### config.mk
export PLATFORM = sky130hd
export DESIGN_NAME = spi_fram_fenced_access_framer_top
export DESIGN_NICKNAME = d
export VERILOG_FILES = /design/src/design/sfaf_pkg.sv /design/src/design/spi_fram_fenced_access_framer_top.sv /design/src/design/sfaf_decode.sv /design/src/design/sfaf_emit.sv
export SDC_FILE = /design/constraint.sdc
export NUM_CORES = 1
export LEC_CHECK = 0
export BUFFER_PORTS_ARGS = -buffer_cell sky130_fd_sc_hd__clkbuf_2
export CAP_MARGIN = 15
export CELL_PAD_IN_SITES_DETAIL_PLACEMENT = 0
export CELL_PAD_IN_SITES_GLOBAL_PLACEMENT = 1
export CORE_UTILIZATION = 44
export CTS_BUF_LIST = sky130_fd_sc_hd__clkbuf_4 sky130_fd_sc_hd__clkbuf_8 sky130_fd_sc_hd__clkbuf_16
export DETAILED_ROUTE_END_ITERATION = 10
export PLACE_DENSITY = 0.83
export REMOVE_ABC_BUFFERS = 1
export SLEW_MARGIN = 15
export SYNTH_ARGS = -nofsm -noshare
export SYNTH_HDL_FRONTEND = slang
export SYNTH_SLANG_ARGS = --single-unit
### constraint.sdc
create_clock -name clock -period 6.1 [get_ports clock]
set_input_delay 0.915 -clock clock [delete_from_list [all_inputs] [get_ports clock]]
set_output_delay 0.915 -clock clock [all_outputs]
set_load 0.02 [all_outputs]
### src/design/sfaf_pkg.sv
package sfaf_pkg;

   // Address widths and frame depth in bytes
   localparam int unsigned MAX_ADDR_W = 18;
   localparam int unsigned PTR_W      = 19;
   localparam int unsigned BEATS      = 6;

   // Three address bytes once max_address reaches this value
   localparam logic [MAX_ADDR_W-1:0] WIDE_ADDR_THRESHOLD = 18'd131071;
   localparam logic [MAX_ADDR_W-1:0] MAX_ADDR_RESET      = 18'h1FFF;

   // Memory opcodes
   localparam logic [7:0] OP_WREN  = 8'h06;
   localparam logic [7:0] OP_WRSR  = 8'h01;
   localparam logic [7:0] OP_RDSR  = 8'h05;
   localparam logic [7:0] OP_READ  = 8'h03;
   localparam logic [7:0] OP_WRITE = 8'h02;
   localparam logic [7:0] OP_SLEEP = 8'hB9;
   localparam logic [7:0] DUMMY    = 8'h00;

   // Register map (index = byte address / 4)
   localparam logic CSR_MAX_ADDRESS   = 1'b0;
   localparam logic CSR_FENCE_ADDRESS = 1'b1;

   typedef enum logic [2:0] {
      KIND_READ         = 3'd0,
      KIND_WRITE        = 3'd1,
      KIND_READ_STATUS  = 3'd2,
      KIND_WRITE_STATUS = 3'd3,
      KIND_SLEEP        = 3'd4,
      KIND_WAKEUP       = 3'd5
   } req_kind_type;

   typedef enum logic [1:0] {
      STATUS_OK    = 2'd0,
      STATUS_FENCE = 2'd1,
      STATUS_RANGE = 2'd2
   } status_type;

   // One bus byte with its framing marks
   typedef struct packed {
      logic [7:0] tx_byte;
      logic       frame_end;
      logic       capture;
   } beat_type;

   // Whole expansion of one request
   typedef struct packed {
      beat_type [BEATS-1:0] beats;
      logic [2:0]           count;
      status_type           status;
   } frame_type;

   typedef struct packed {
      logic             en;
      logic [PTR_W-1:0] value;
   } ptr_upd_type;

endpackage

### src/design/spi_fram_fenced_access_framer_top.sv
// Command framer for a serial FRAM on an SPI bus.
// req channel: one memory request per transfer. tuser carries the request
// kind (read byte, write byte, read status, write status, sleep, wakeup);
// tdata carries use_pointer, byte_address and write_value.
// rsp channel: one transfer per bus byte, in bus order, with marks for chip
// select release and read data capture; tuser holds the status, tlast marks
// the final byte of a request. A refused access gives a single transfer with
// a nonzero status and nothing for the bus.
// csr port: APB-style, max_address at 0x0 and fence_address at 0x4.
// The first byte of a request is offered in the cycle after its transfer.
// Throughput: one byte per cycle while the receiver accepts; a request expands
// into 0 to 6 bytes (spare kinds give none), held in the single frame register,
// and the next request is taken in the cycle its predecessor's last byte
// leaves, so requests flow back to back.
// Reset clears the current pointer and fence, sets max_address to 0x1FFF and
// empties the frame register. When the receiver stalls, the current byte is
// held and req_tready falls until the frame drains.
module spi_fram_fenced_access_framer_top (
   input  logic        clock,
   input  logic        reset,
   input  logic        req_tvalid,
   output logic        req_tready,
   input  logic [31:0] req_tdata,  // use_pointer[0], byte_address[18:1], write_value[26:19]
   input  logic [2:0]  req_tuser,  // req_type[2:0]
   output logic        rsp_tvalid,
   input  logic        rsp_tready,
   output logic [15:0] rsp_tdata,  // tx_byte[7:0], frame_end[8], capture[9]
   output logic [1:0]  rsp_tuser,  // status[1:0]
   output logic        rsp_tlast,
   input  logic        csr_psel,
   input  logic        csr_penable,
   input  logic        csr_pwrite,
   input  logic [2:0]  csr_paddr,
   input  logic [31:0] csr_pwdata,
   output logic [31:0] csr_prdata,
   output logic        csr_pready
);
   import sfaf_pkg::*;

   logic [MAX_ADDR_W-1:0] max_address_ff, max_address_in;
   logic [PTR_W-1:0]      fence_address_ff, fence_address_in;
   logic [PTR_W-1:0]      pointer_ff, pointer_in;
   logic                  csr_write;
   logic                  req_xfer;
   logic                  slot_free;
   logic                  busy;
   frame_type             frame;
   ptr_upd_type           ptr_upd;

   // Configuration registers
   assign csr_pready = 1'b1;
   assign csr_write  = csr_psel && csr_penable && csr_pwrite && csr_pready;

   always_comb begin
      max_address_in   = max_address_ff;
      fence_address_in = fence_address_ff;
      if (csr_write) begin
         case (csr_paddr[2])
            CSR_MAX_ADDRESS:   max_address_in   = csr_pwdata[MAX_ADDR_W-1:0];
            CSR_FENCE_ADDRESS: fence_address_in = csr_pwdata[PTR_W-1:0];
            default:           max_address_in   = max_address_ff;
         endcase
      end
   end

   always_comb begin
      case (csr_paddr[2])
         CSR_MAX_ADDRESS:   csr_prdata = {14'd0, max_address_ff};
         CSR_FENCE_ADDRESS: csr_prdata = {13'd0, fence_address_ff};
         default:           csr_prdata = '0;
      endcase
   end

   // Current pointer advances as the request is taken
   assign req_tready = slot_free;
   assign req_xfer   = req_tvalid && req_tready;
   assign pointer_in = (req_xfer && ptr_upd.en) ? ptr_upd.value : pointer_ff;

   always_ff @(posedge clock) begin
      if (reset) begin
         max_address_ff   <= MAX_ADDR_RESET;
         fence_address_ff <= '0;
         pointer_ff       <= '0;
      end else begin
         max_address_ff   <= max_address_in;
         fence_address_ff <= fence_address_in;
         pointer_ff       <= pointer_in;
      end
   end

   sfaf_decode u_decode (
      .kind          (req_tuser),
      .use_pointer   (req_tdata[0]),
      .byte_address  (req_tdata[18:1]),
      .write_value   (req_tdata[26:19]),
      .pointer       (pointer_ff),
      .max_address   (max_address_ff),
      .fence_address (fence_address_ff),
      .frame         (frame),
      .ptr_upd       (ptr_upd)
   );

   sfaf_emit u_emit (
      .clock      (clock),
      .reset      (reset),
      .load       (req_xfer),
      .frame_in   (frame),
      .slot_free  (slot_free),
      .busy       (busy),
      .rsp_tvalid (rsp_tvalid),
      .rsp_tready (rsp_tready),
      .rsp_tdata  (rsp_tdata),
      .rsp_tuser  (rsp_tuser),
      .rsp_tlast  (rsp_tlast)
   );

`ifndef SYNTHESIS
   // An empty frame register always takes a request
   a_idle_ready: assert property (@(posedge clock) disable iff (reset)
      !busy |-> req_tready)
      else $error("request refused while frame register empty");

   // The pointer moves only with a request transfer
   a_ptr_hold: assert property (@(posedge clock) disable iff (reset)
      !req_xfer |=> $stable(pointer_ff))
      else $error("current pointer changed without a request");

   // A refused access is a single, final transfer
   a_refuse_last: assert property (@(posedge clock) disable iff (reset)
      (rsp_tvalid && rsp_tuser != STATUS_OK) |-> rsp_tlast)
      else $error("refused access not marked last");

   // Chip select release with capture only on the final read byte
   a_capture_end: assert property (@(posedge clock) disable iff (reset)
      (rsp_tvalid && rsp_tdata[9]) |-> (rsp_tdata[8] && rsp_tlast))
      else $error("capture byte does not close the frame");
`endif

endmodule

### src/design/sfaf_decode.sv
module sfaf_decode (
   input  logic [2:0]                    kind,
   input  logic                          use_pointer,
   input  logic [sfaf_pkg::MAX_ADDR_W-1:0] byte_address,
   input  logic [7:0]                    write_value,
   input  logic [sfaf_pkg::PTR_W-1:0]    pointer,
   input  logic [sfaf_pkg::MAX_ADDR_W-1:0] max_address,
   input  logic [sfaf_pkg::PTR_W-1:0]    fence_address,
   output sfaf_pkg::frame_type           frame,
   output sfaf_pkg::ptr_upd_type         ptr_upd
);
   import sfaf_pkg::*;

   logic             wide;
   logic [PTR_W-1:0] max_ext;
   logic [PTR_W-1:0] eff_fence;
   logic [PTR_W-1:0] addr_sel;
   logic [PTR_W-1:0] addr;
   logic [PTR_W:0]   addr_next;
   logic [2:0]       k;

   function automatic beat_type make_beat(input logic [7:0] b, input logic fe,
                                          input logic cap);
      beat_type r;
      r.tx_byte   = b;
      r.frame_end = fe;
      r.capture   = cap;
      return r;
   endfunction

   // Effective fence and address selection
   assign wide      = (max_address >= WIDE_ADDR_THRESHOLD);
   assign max_ext   = {1'b0, max_address};
   assign eff_fence = (fence_address == '0 || fence_address > max_ext) ?
                      max_ext + PTR_W'(1) : fence_address;
   assign addr_sel  = use_pointer ? pointer : {1'b0, byte_address};
   assign addr      = (kind == KIND_WAKEUP) ? '0 : addr_sel;
   assign addr_next = {1'b0, addr} + (PTR_W+1)'(1);

   // Frame build
   always_comb begin
      frame         = '0;
      frame.status  = STATUS_OK;
      ptr_upd.en    = 1'b0;
      ptr_upd.value = (addr_next == {1'b0, eff_fence}) ? '0 : addr_next[PTR_W-1:0];
      k             = '0;
      case (req_kind_type'(kind))
         KIND_READ, KIND_WAKEUP: begin
            if (addr > max_ext) begin
               frame.status = STATUS_RANGE;
               k            = 3'd1;
            end else begin
               frame.beats[k] = make_beat(OP_READ, 1'b0, 1'b0);
               k = k + 3'd1;
               if (wide) begin
                  frame.beats[k] = make_beat({5'd0, addr[18:16]}, 1'b0, 1'b0);
                  k = k + 3'd1;
               end
               frame.beats[k] = make_beat(addr[15:8], 1'b0, 1'b0);
               k = k + 3'd1;
               frame.beats[k] = make_beat(addr[7:0], 1'b0, 1'b0);
               k = k + 3'd1;
               frame.beats[k] = make_beat(DUMMY, 1'b1, kind == KIND_READ);
               k = k + 3'd1;
               ptr_upd.en = (kind == KIND_READ);
            end
         end
         KIND_WRITE: begin
            if (addr >= eff_fence) begin
               frame.status = STATUS_FENCE;
               k            = 3'd1;
            end else begin
               frame.beats[k] = make_beat(OP_WREN, 1'b1, 1'b0);
               k = k + 3'd1;
               frame.beats[k] = make_beat(OP_WRITE, 1'b0, 1'b0);
               k = k + 3'd1;
               if (wide) begin
                  frame.beats[k] = make_beat({5'd0, addr[18:16]}, 1'b0, 1'b0);
                  k = k + 3'd1;
               end
               frame.beats[k] = make_beat(addr[15:8], 1'b0, 1'b0);
               k = k + 3'd1;
               frame.beats[k] = make_beat(addr[7:0], 1'b0, 1'b0);
               k = k + 3'd1;
               frame.beats[k] = make_beat(write_value, 1'b1, 1'b0);
               k = k + 3'd1;
               ptr_upd.en = 1'b1;
            end
         end
         KIND_READ_STATUS: begin
            frame.beats[0] = make_beat(OP_RDSR, 1'b0, 1'b0);
            frame.beats[1] = make_beat(DUMMY, 1'b1, 1'b1);
            k              = 3'd2;
         end
         KIND_WRITE_STATUS: begin
            frame.beats[0] = make_beat(OP_WREN, 1'b1, 1'b0);
            frame.beats[1] = make_beat(OP_WRSR, 1'b0, 1'b0);
            frame.beats[2] = make_beat(write_value, 1'b1, 1'b0);
            k              = 3'd3;
         end
         KIND_SLEEP: begin
            frame.beats[0] = make_beat(OP_SLEEP, 1'b1, 1'b0);
            k              = 3'd1;
         end
         default: begin
            k = '0;
         end
      endcase
      frame.count = k;
   end

endmodule

### src/design/sfaf_emit.sv
module sfaf_emit (
   input  logic                clock,
   input  logic                reset,
   input  logic                load,
   input  sfaf_pkg::frame_type frame_in,
   output logic                slot_free,
   output logic                busy,
   output logic                rsp_tvalid,
   input  logic                rsp_tready,
   output logic [15:0]         rsp_tdata,  // tx_byte[7:0], frame_end[8], capture[9], zero pad
   output logic [1:0]          rsp_tuser,  // status[1:0]
   output logic                rsp_tlast
);
   import sfaf_pkg::*;

   frame_type  frame_ff, frame_in_d;
   logic       valid_ff, valid_in;
   logic [2:0] idx_ff, idx_in;
   beat_type   beat;
   logic       last_beat;
   logic       xfer;

   assign frame_in_d = frame_in;
   assign beat       = frame_ff.beats[idx_ff];
   assign last_beat  = (idx_ff == frame_ff.count - 3'd1);
   assign xfer       = valid_ff && rsp_tready;
   // Next frame may enter as the final byte of the current one leaves
   assign slot_free  = !valid_ff || (xfer && last_beat);
   assign busy       = valid_ff;

   // Byte sequencing
   always_comb begin
      valid_in = valid_ff;
      idx_in   = idx_ff;
      if (load) begin
         valid_in = (frame_in.count != '0);
         idx_in   = '0;
      end else if (xfer) begin
         if (last_beat) begin
            valid_in = 1'b0;
         end else begin
            idx_in = idx_ff + 3'd1;
         end
      end
   end

   always_ff @(posedge clock) begin
      if (reset) begin
         valid_ff <= 1'b0;
         idx_ff   <= '0;
      end else begin
         valid_ff <= valid_in;
         idx_ff   <= idx_in;
      end
   end

   always_ff @(posedge clock) begin
      if (load) begin
         frame_ff <= frame_in_d;
      end
   end

   assign rsp_tvalid = valid_ff;
   assign rsp_tdata  = {6'd0, beat.capture, beat.frame_end, beat.tx_byte};
   assign rsp_tuser  = frame_ff.status;
   assign rsp_tlast  = last_beat;

endmodule

==> results of run 1 <==
synth_stat cells (all sizes together) (3+ instances only):
| cell | number | area share (%) |
|---|---|---|
| buf | 34 | 2.9 |
| o21ai | 35 | 2.0 |
| a211o | 14 | 1.4 |
| or3 | 20 | 1.4 |
| o2bb2ai | 3 | 0.30 |
| o211ai | 17 | 1.5 |
| nand3 | 13 | 0.74 |
| nand3b | 21 | 1.9 |
| a211oi | 4 | 0.49 |
| nand2 | 100 | 4.3 |
| and3 | 7 | 0.50 |
| a21oi | 65 | 3.7 |
| nor3 | 30 | 1.8 |
| and2 | 9 | 0.64 |
| xor2 | 10 | 1.0 |
| inv | 54 | 2.3 |
| nand2b | 8 | 0.57 |
| nor2 | 85 | 3.8 |
| o22ai | 11 | 0.79 |
| xnor2 | 41 | 4.2 |
| dfxtp | 60 | 14 |
| o2111ai | 3 | 0.30 |
| a221oi | 3 | 0.37 |
| or4 | 16 | 1.4 |
| a21o | 12 | 1.0 |
| nand4 | 17 | 1.4 |
| ha | 59 | 8.4 |
| o21a | 6 | 0.51 |
| clkbuf | 43 | 1.8 |
| edfxtp | 57 | 20 |
| o221ai | 10 | 1.0 |
| or2 | 12 | 0.86 |
| and4 | 5 | 0.50 |
| mux2 | 8 | 1.0 |
| mux4 | 5 | 1.3 |
| nor2b | 10 | 0.71 |
| mux2i | 46 | 5.3 |
| o41ai | 3 | 0.30 |
| nor4 | 12 | 0.93 |
| o22a | 4 | 0.40 |
registers in the layout (all words and copies together) (netlist names):
name / cells
pointer_ff: 19
max_address_ff: 18
u_emit.frame_ff: 55
fence_address_ff: 19
u_emit.busy: 1
u_emit.idx_ff: 3
u_emit.rsp_tuser: 2
per-layer routing:
metal	up-vias	share of wire, %	track usage [%]
met2	205	48	42.0
met1	3588	46	32.0
met3	38	4.0	3.66
li1	3766	-	-
met4	0	2.1	8.43
met5	-	0	0
where the power goes:
part / internal, mW / switching (mW)
sequential: 0.866 / 0.0175
combinational: 0.208 / 0.330
clock: 0.539 / 0.408
metrics by stage:
step           TNS [ps]  total power [mW]  util (%)  hold slack, ps
2_1_floorplan     -43.7              1.25         -             449
4_1_cts               0              2.38      51.4             500
3_5_place_dp          0              1.44      48.5             481
5_1_grt               0              2.48      51.4             530
3_3_place_gp          0              1.43      48.5             471
6_report              0              2.37      51.4             502
cell families after synthesis:
| group | Yosys count | synth area share, % |
|---|---|---|
| xor+xnor | 51 | 5.18 |
| flops | 117 | 33.2 |
| fa+ha+maj | 59 | 8.42 |
| simple gates | 372 | 22.3 |
| buf+inv | 132 | 7.11 |
| other cells | 2 | 0.0857 |
| mux | 59 | 7.57 |
| compound gates | 208 | 16.1 |
layout make-up:
type	count	area [um^2]	share of cell area [%]
clock inverters	14	116	1.16
flip-flops and latches	117	2910	29.1
clock buffers	18	439	4.39
well taps	265	332	3.32
repair buffers	120	688	6.88
multi-input cells	769	5310	53.1
inverters	55	206	2.06
worst max-delay path: cells and delay by family (launching register included):
kind / cells / cell delay (ps)
AO/OA/AOI/OAI: 11 / 2330
AND/OR/NAND/NOR: 5 / 1190
adder cells (fa/ha/maj): 2 / 600
multiplexers: 1 / 430
flip-flops: 1 / 370
buffers and inverters: 2 / 320
path summary, 6_finish.rpt:
kind                     startpoint                   to  slack [ps]
hold reg to reg      pointer_ff[16]       pointer_ff[16]         500
setup / recovery  max_address_ff[4]  u_emit.frame_ff[32]         670
hold / removal       pointer_ff[16]       pointer_ff[16]         500
setup reg to reg  max_address_ff[4]  u_emit.frame_ff[32]         670
cells in the final DEF, fill, tap and decap left out, types with 29 or more instances in the layout:
| master | Yosys | routed |
|---|---|---|
| xnor2_1 | 40 | 40 |
| mux2i_1 | 46 | 46 |
| nand2_1 | 99 | 99 |
| ha_1 | 59 | 59 |
| dfxtp_1 | 60 | 60 |
| a21oi_1 | 65 | 65 |
| buf_4 | 23 | 29 |
| inv_1 | 53 | 53 |
| edfxtp_1 | 57 | 57 |
| nor3_1 | 29 | 29 |
| clkbuf_2 | 0 | 90 |
| o21ai_0 | 35 | 35 |
| nor2_1 | 83 | 81 |
==> results.json, run 1 <==
{
  "status": "finished, final reports clean",
  "synth_edf_count": 57,
  "synthFlopType": "dfxtp_1",
  "max_freq_mhz": 184,
  "hpwl_um": 18000,
  "post_drt_wl_per_cell_um": 17.9,
  "cp.required_ps": 6350,
  "maxCapViolCount": 0,
  "cts_resized": 0,
  "cp_cell_sequence": "inv_1 > ha_1 > a21oi_1 > o21ai_0 > a2111oi_2 > nand4_1 > nand2_1 > buf_12 > nand2_1 > o21ai_0 > ha_1 > nand2b_1 > a21o_1 > a21o_1 > a21o_1 > a211o_1 > a21oi_1 > o211ai_1 > or3_1 > mux2_2 > o221ai_1",
  "critPathKind": "flip-flop to flip-flop",
  "grt_max_degree": 61,
  "fin_crit_sh_pct": 89.0,
  "via_per_inst": 5.59,
  "min_path_cells": 2,
  "path_max_fanout": 24,
  "reg2regPathDepth": 21,
  "ys_types": 81,
  "postSynthAreaPerCell_um2": 8.76,
  "fin_crit_ps": 5430,
  "port_buffers": 90,
  "p_leak_nw": 4.16,
  "cts_num_sinks": 117,
  "stdcell_count": 1358,
  "path_clk_slew_ps": 60,
  "powerDensity_nw_per_um2": 237,
  "setup_viol": 0,
  "dr.pass1.iters": 5,
  "yosys_warnings": 0,
  "antenna_found_initial": 0,
  "cts_made_buffers": 17,
  "route.vias.total": 7597,
  "synthesis.area_um2": 8760,
  "areaGrowthSynthToFinish_pct": 14.1,
  "fin_ws_ps": 670,
  "drive_gt1_share_pct": 18.1,
  "final_area_um2": 10000,
  "initialDrtViolationCount": 506,
  "ant_nets": 0,
  "fin_nets": 1216,
  "seq_area_frac_synth_pct": 33.2,
  "worstMarginPinSlew_ps": 900,
  "clock-skew-final_ps": 9.86,
  "grt_first_pass_wirelength_um": 38800,
  "die_area_um2": 20500,
  "cp-start-kind": "flip-flop",
  "min_path_type": "flip-flop to flip-flop",
  "slew_headroom_pct": 39.8,
  "ir_drop_uv": 200,
  "ys_ff_latch": 117,
  "grt_pass1_vias": 7363,
  "wirelength_um": 24200,
  "overflow": 0,
  "synthArstFlopShare_pct": 0,
  "routabilityCongestion": 0.912,
  "diodes": 0,
  "cp_slowest_cell": "or3_1",
  "end_kind": "flip-flop",
  "dp_cells": 1326,
  "place_ws_ps": 704,
  "grtUsageTotal_pct": 24.8,
  "clock_latency_ps": 430,
  "core.rowCount": 51,
  "htreeDepth": 4,
  "nFillCells": 1867,
  "num_io_pins": 131,
  "crit_path_max_incr_delay_ps": 440,
  "clock-root-buffer": "clkbuf_16",
  "placed_area_um2": 9450,
  "slew_violations": 0,
  "crit_arrival_ps": 5680,
  "rsz0062_at_grt": "false",
  "die_w_um": 143,
  "start_util_pct": 45.0,
  "chipHeight_um": 143,
  "drc": 0,
  "cts_tree": "yes",
  "crit_top_cell": "a21o_1",
  "cts_buffer_depth": 2,
  "post_cts_buffers": 0,
  "hold_violations": 0,
  "syn_inst": 1000,
  "hold_buffers": 0,
  "core-area_um2": 19500
}
No activity file was read; power rests on OpenSTA's default activity.
==> run 2, diff against run 1 <==
- CELL_PAD_IN_SITES_DETAIL_PLACEMENT: 0 -> not set
- CELL_PAD_IN_SITES_GLOBAL_PLACEMENT: 1 -> not set
- CORE_UTILIZATION: 44 -> 50
- PLACE_DENSITY: 0.83 -> 0.73
- SKIP_LAST_GASP: not set -> 1
==> results.json, run 2 (synthesized netlist as in run 1, its figures left out) <==
{
  "cts_made_buffers": 17,
  "post_cts_buffers": 0,
  "cpLargestDelayFamily": "simple AND/OR/NAND/NOR gates",
  "worst-r2r-setup-slack_ps": 500,
  "min_path_cells": 2,
  "areaGrowthSynthToFinish_pct": 13.6,
  "drc": 0,
  "path_max_fanout": 9,
  "grt_pass1_vias": 7223,
  "drive_gt1_share_pct": 18.0,
  "cts_resized": 0,
  "route.vias.total": 7751,
  "die_w_um": 134,
  "fin_crit_sh_pct": 91.8,
  "slew_violations": 0,
  "worstMarginPinSlew_ps": 894,
  "cp_cell_sequence": "inv_1 > ha_1 > nand4_1 > nor4_1 > nand4_1 > a21o_1 > nand2_1 > buf_4 > nor2_1 > a21oi_1 > ha_1 > a21oi_1 > nor4_1 > a2111oi_0 > o21ai_0 > a21oi_1 > o211ai_1 > or3_1 > nand2b_1 > inv_1 > buf_4 > and2_1",
  "clock-skew-final_ps": 13.4,
  "initialDrtViolationCount": 638,
  "htreeDepth": 4,
  "port_buffers": 90,
  "fin_crit_ps": 5600,
  "layout_common_cells": "nand2_1, clkbuf_2, nor2_1",
  "holdPathEnd": "pointer_ff[16]",
  "crit_path_max_incr_delay_ps": 470,
  "reg2regPathDepth": 22,
  "critPathKind": "flip-flop to flip-flop",
  "core.rowCount": 48,
  "min-delay-start": "pointer_ff[16]",
  "routabilityCongestion": 0.925,
  "largest-register": "u_emit.frame_ff",
  "cp-start-kind": "flip-flop",
  "maxCapViolCount": 0,
  "ant_nets": 0,
  "slew_headroom_pct": 40.2,
  "die_area_um2": 18100,
  "chipHeight_um": 134,
  "via_per_inst": 5.88,
  "critPathBufInv": 4,
  "setup_viol": 0,
  "dp_cells": 1287,
  "start_util_pct": 51.0,
  "crit_top_cell": "a21oi_1",
  "max_freq_mhz": 179,
  "p_leak_nw": 4.16,
  "r2r-end": "u_emit.frame_ff[57]",
  "cp_slowest_cell": "or3_1",
  "dr.pass1.iters": 8,
  "grt_first_pass_wirelength_um": 37600,
  "powerDensity_nw_per_um2": 241,
  "clock-root-buffer": "clkbuf_16",
  "stdcell_count": 1319,
  "post_drt_wl_per_cell_um": 17.9,
  "cp.required_ps": 6400,
  "num_io_pins": 131,
  "wirelength_um": 23600,
  "p_total_mw": 2.40,
  "reg2reg_from": "max_address_ff[14]",
  "hold_buffers": 0,
  "end_kind": "flip-flop",
  "min_path_type": "flip-flop to flip-flop",
  "fin_nets": 1217,
  "final_common_cell": "nand2_1",
  "rsz0062_at_grt": "false",
  "reg_top3": "u_emit.frame_ff: 55 flops, fence_address_ff: 19 flops, pointer_ff: 19 flops",
  "grt_max_degree": 61,
  "antenna_found_initial": 0,
  "overflow": 0,
  "grtUsageTotal_pct": 26.9,
  "cts_buffer_depth": 2,
  "clock_latency_ps": 430,
  "ir_drop_uv": 206,
  "hold_violations": 0,
  "cts_tree": "yes",
  "hpwl_um": 17400,
  "whs_ps": 490,
  "path_clk_slew_ps": 60,
  "largest_reg_flops": 55,
  "crit_arrival_ps": 5890,
  "status": "finished, final reports clean",
  "cts_num_sinks": 117,
  "core-area_um2": 17200,
  "diodes": 0
}
[run 2: cell types whose count changed in the layout (fill, tap and decap cells not counted), sizes merged]
cell	change
inv	-5
clkbuf	+2
bufinv	+1
clkinvlp	+2
buf	+1
[run 2: worst max path at each step]
stage / depth (start not counted) / slack [ps] / from / endpoint
3_5_place_dp: 22 / 650 / max_address_ff[14] / u_emit.frame_ff[58]
2_1_floorplan: 8 / -7 / u_emit.idx_ff[0] / pointer_ff[6]
4_1_cts: 22 / 600 / max_address_ff[14] / u_emit.frame_ff[57]
5_1_grt: 22 / 120 / max_address_ff[4] / u_emit.frame_ff[57]
3_3_place_gp: 20 / 720 / max_address_ff[17] / u_emit.frame_ff[32]
6_report: 22 / 500 / max_address_ff[14] / u_emit.frame_ff[57]
[run 2: tightest hold or removal path, delay by kind of cell (launching register included)]
family | cells | cell delay (ps)
flops | 1 | 310
simple gates | 1 | 70
compound gates | 1 | 60
[run 2: layer usage]
layer	part of all wire, %	global-route usage (%)
met1	42	33.4
met2	49	45.6
met4	2.9	11.7
met5	0	0
met3	5.9	4.99
[run 2: area by class of cell]
class,count,area (um^2)
fillers,1551,7220
multi-input cells,769,5310
flip-flops and latches,117,2910
repair buffers,121,683
clock buffers,20,460
well taps,225,282
inverters,55,206
clock inverters,12,104
[run 2: stage by stage]
step           utilization [%]  TNS [ps]  cell area (um^2)  worst slack [ps]
3_3_place_gp              54.7         0              9390               724
4_1_cts                   58.0         0              9950               605
6_report                  58.0         0              9950               503
3_5_place_dp              54.7         0              9390               648
5_1_grt                   58.0         0              9950               123
2_1_floorplan                -     -43.7              8410             -7.46
[run 2: power by group]
part | switching [mW] | internal [mW]
Combinational | 0.333 | 0.208
Clock | 0.392 | 0.584
Sequential | 0.0177 | 0.866
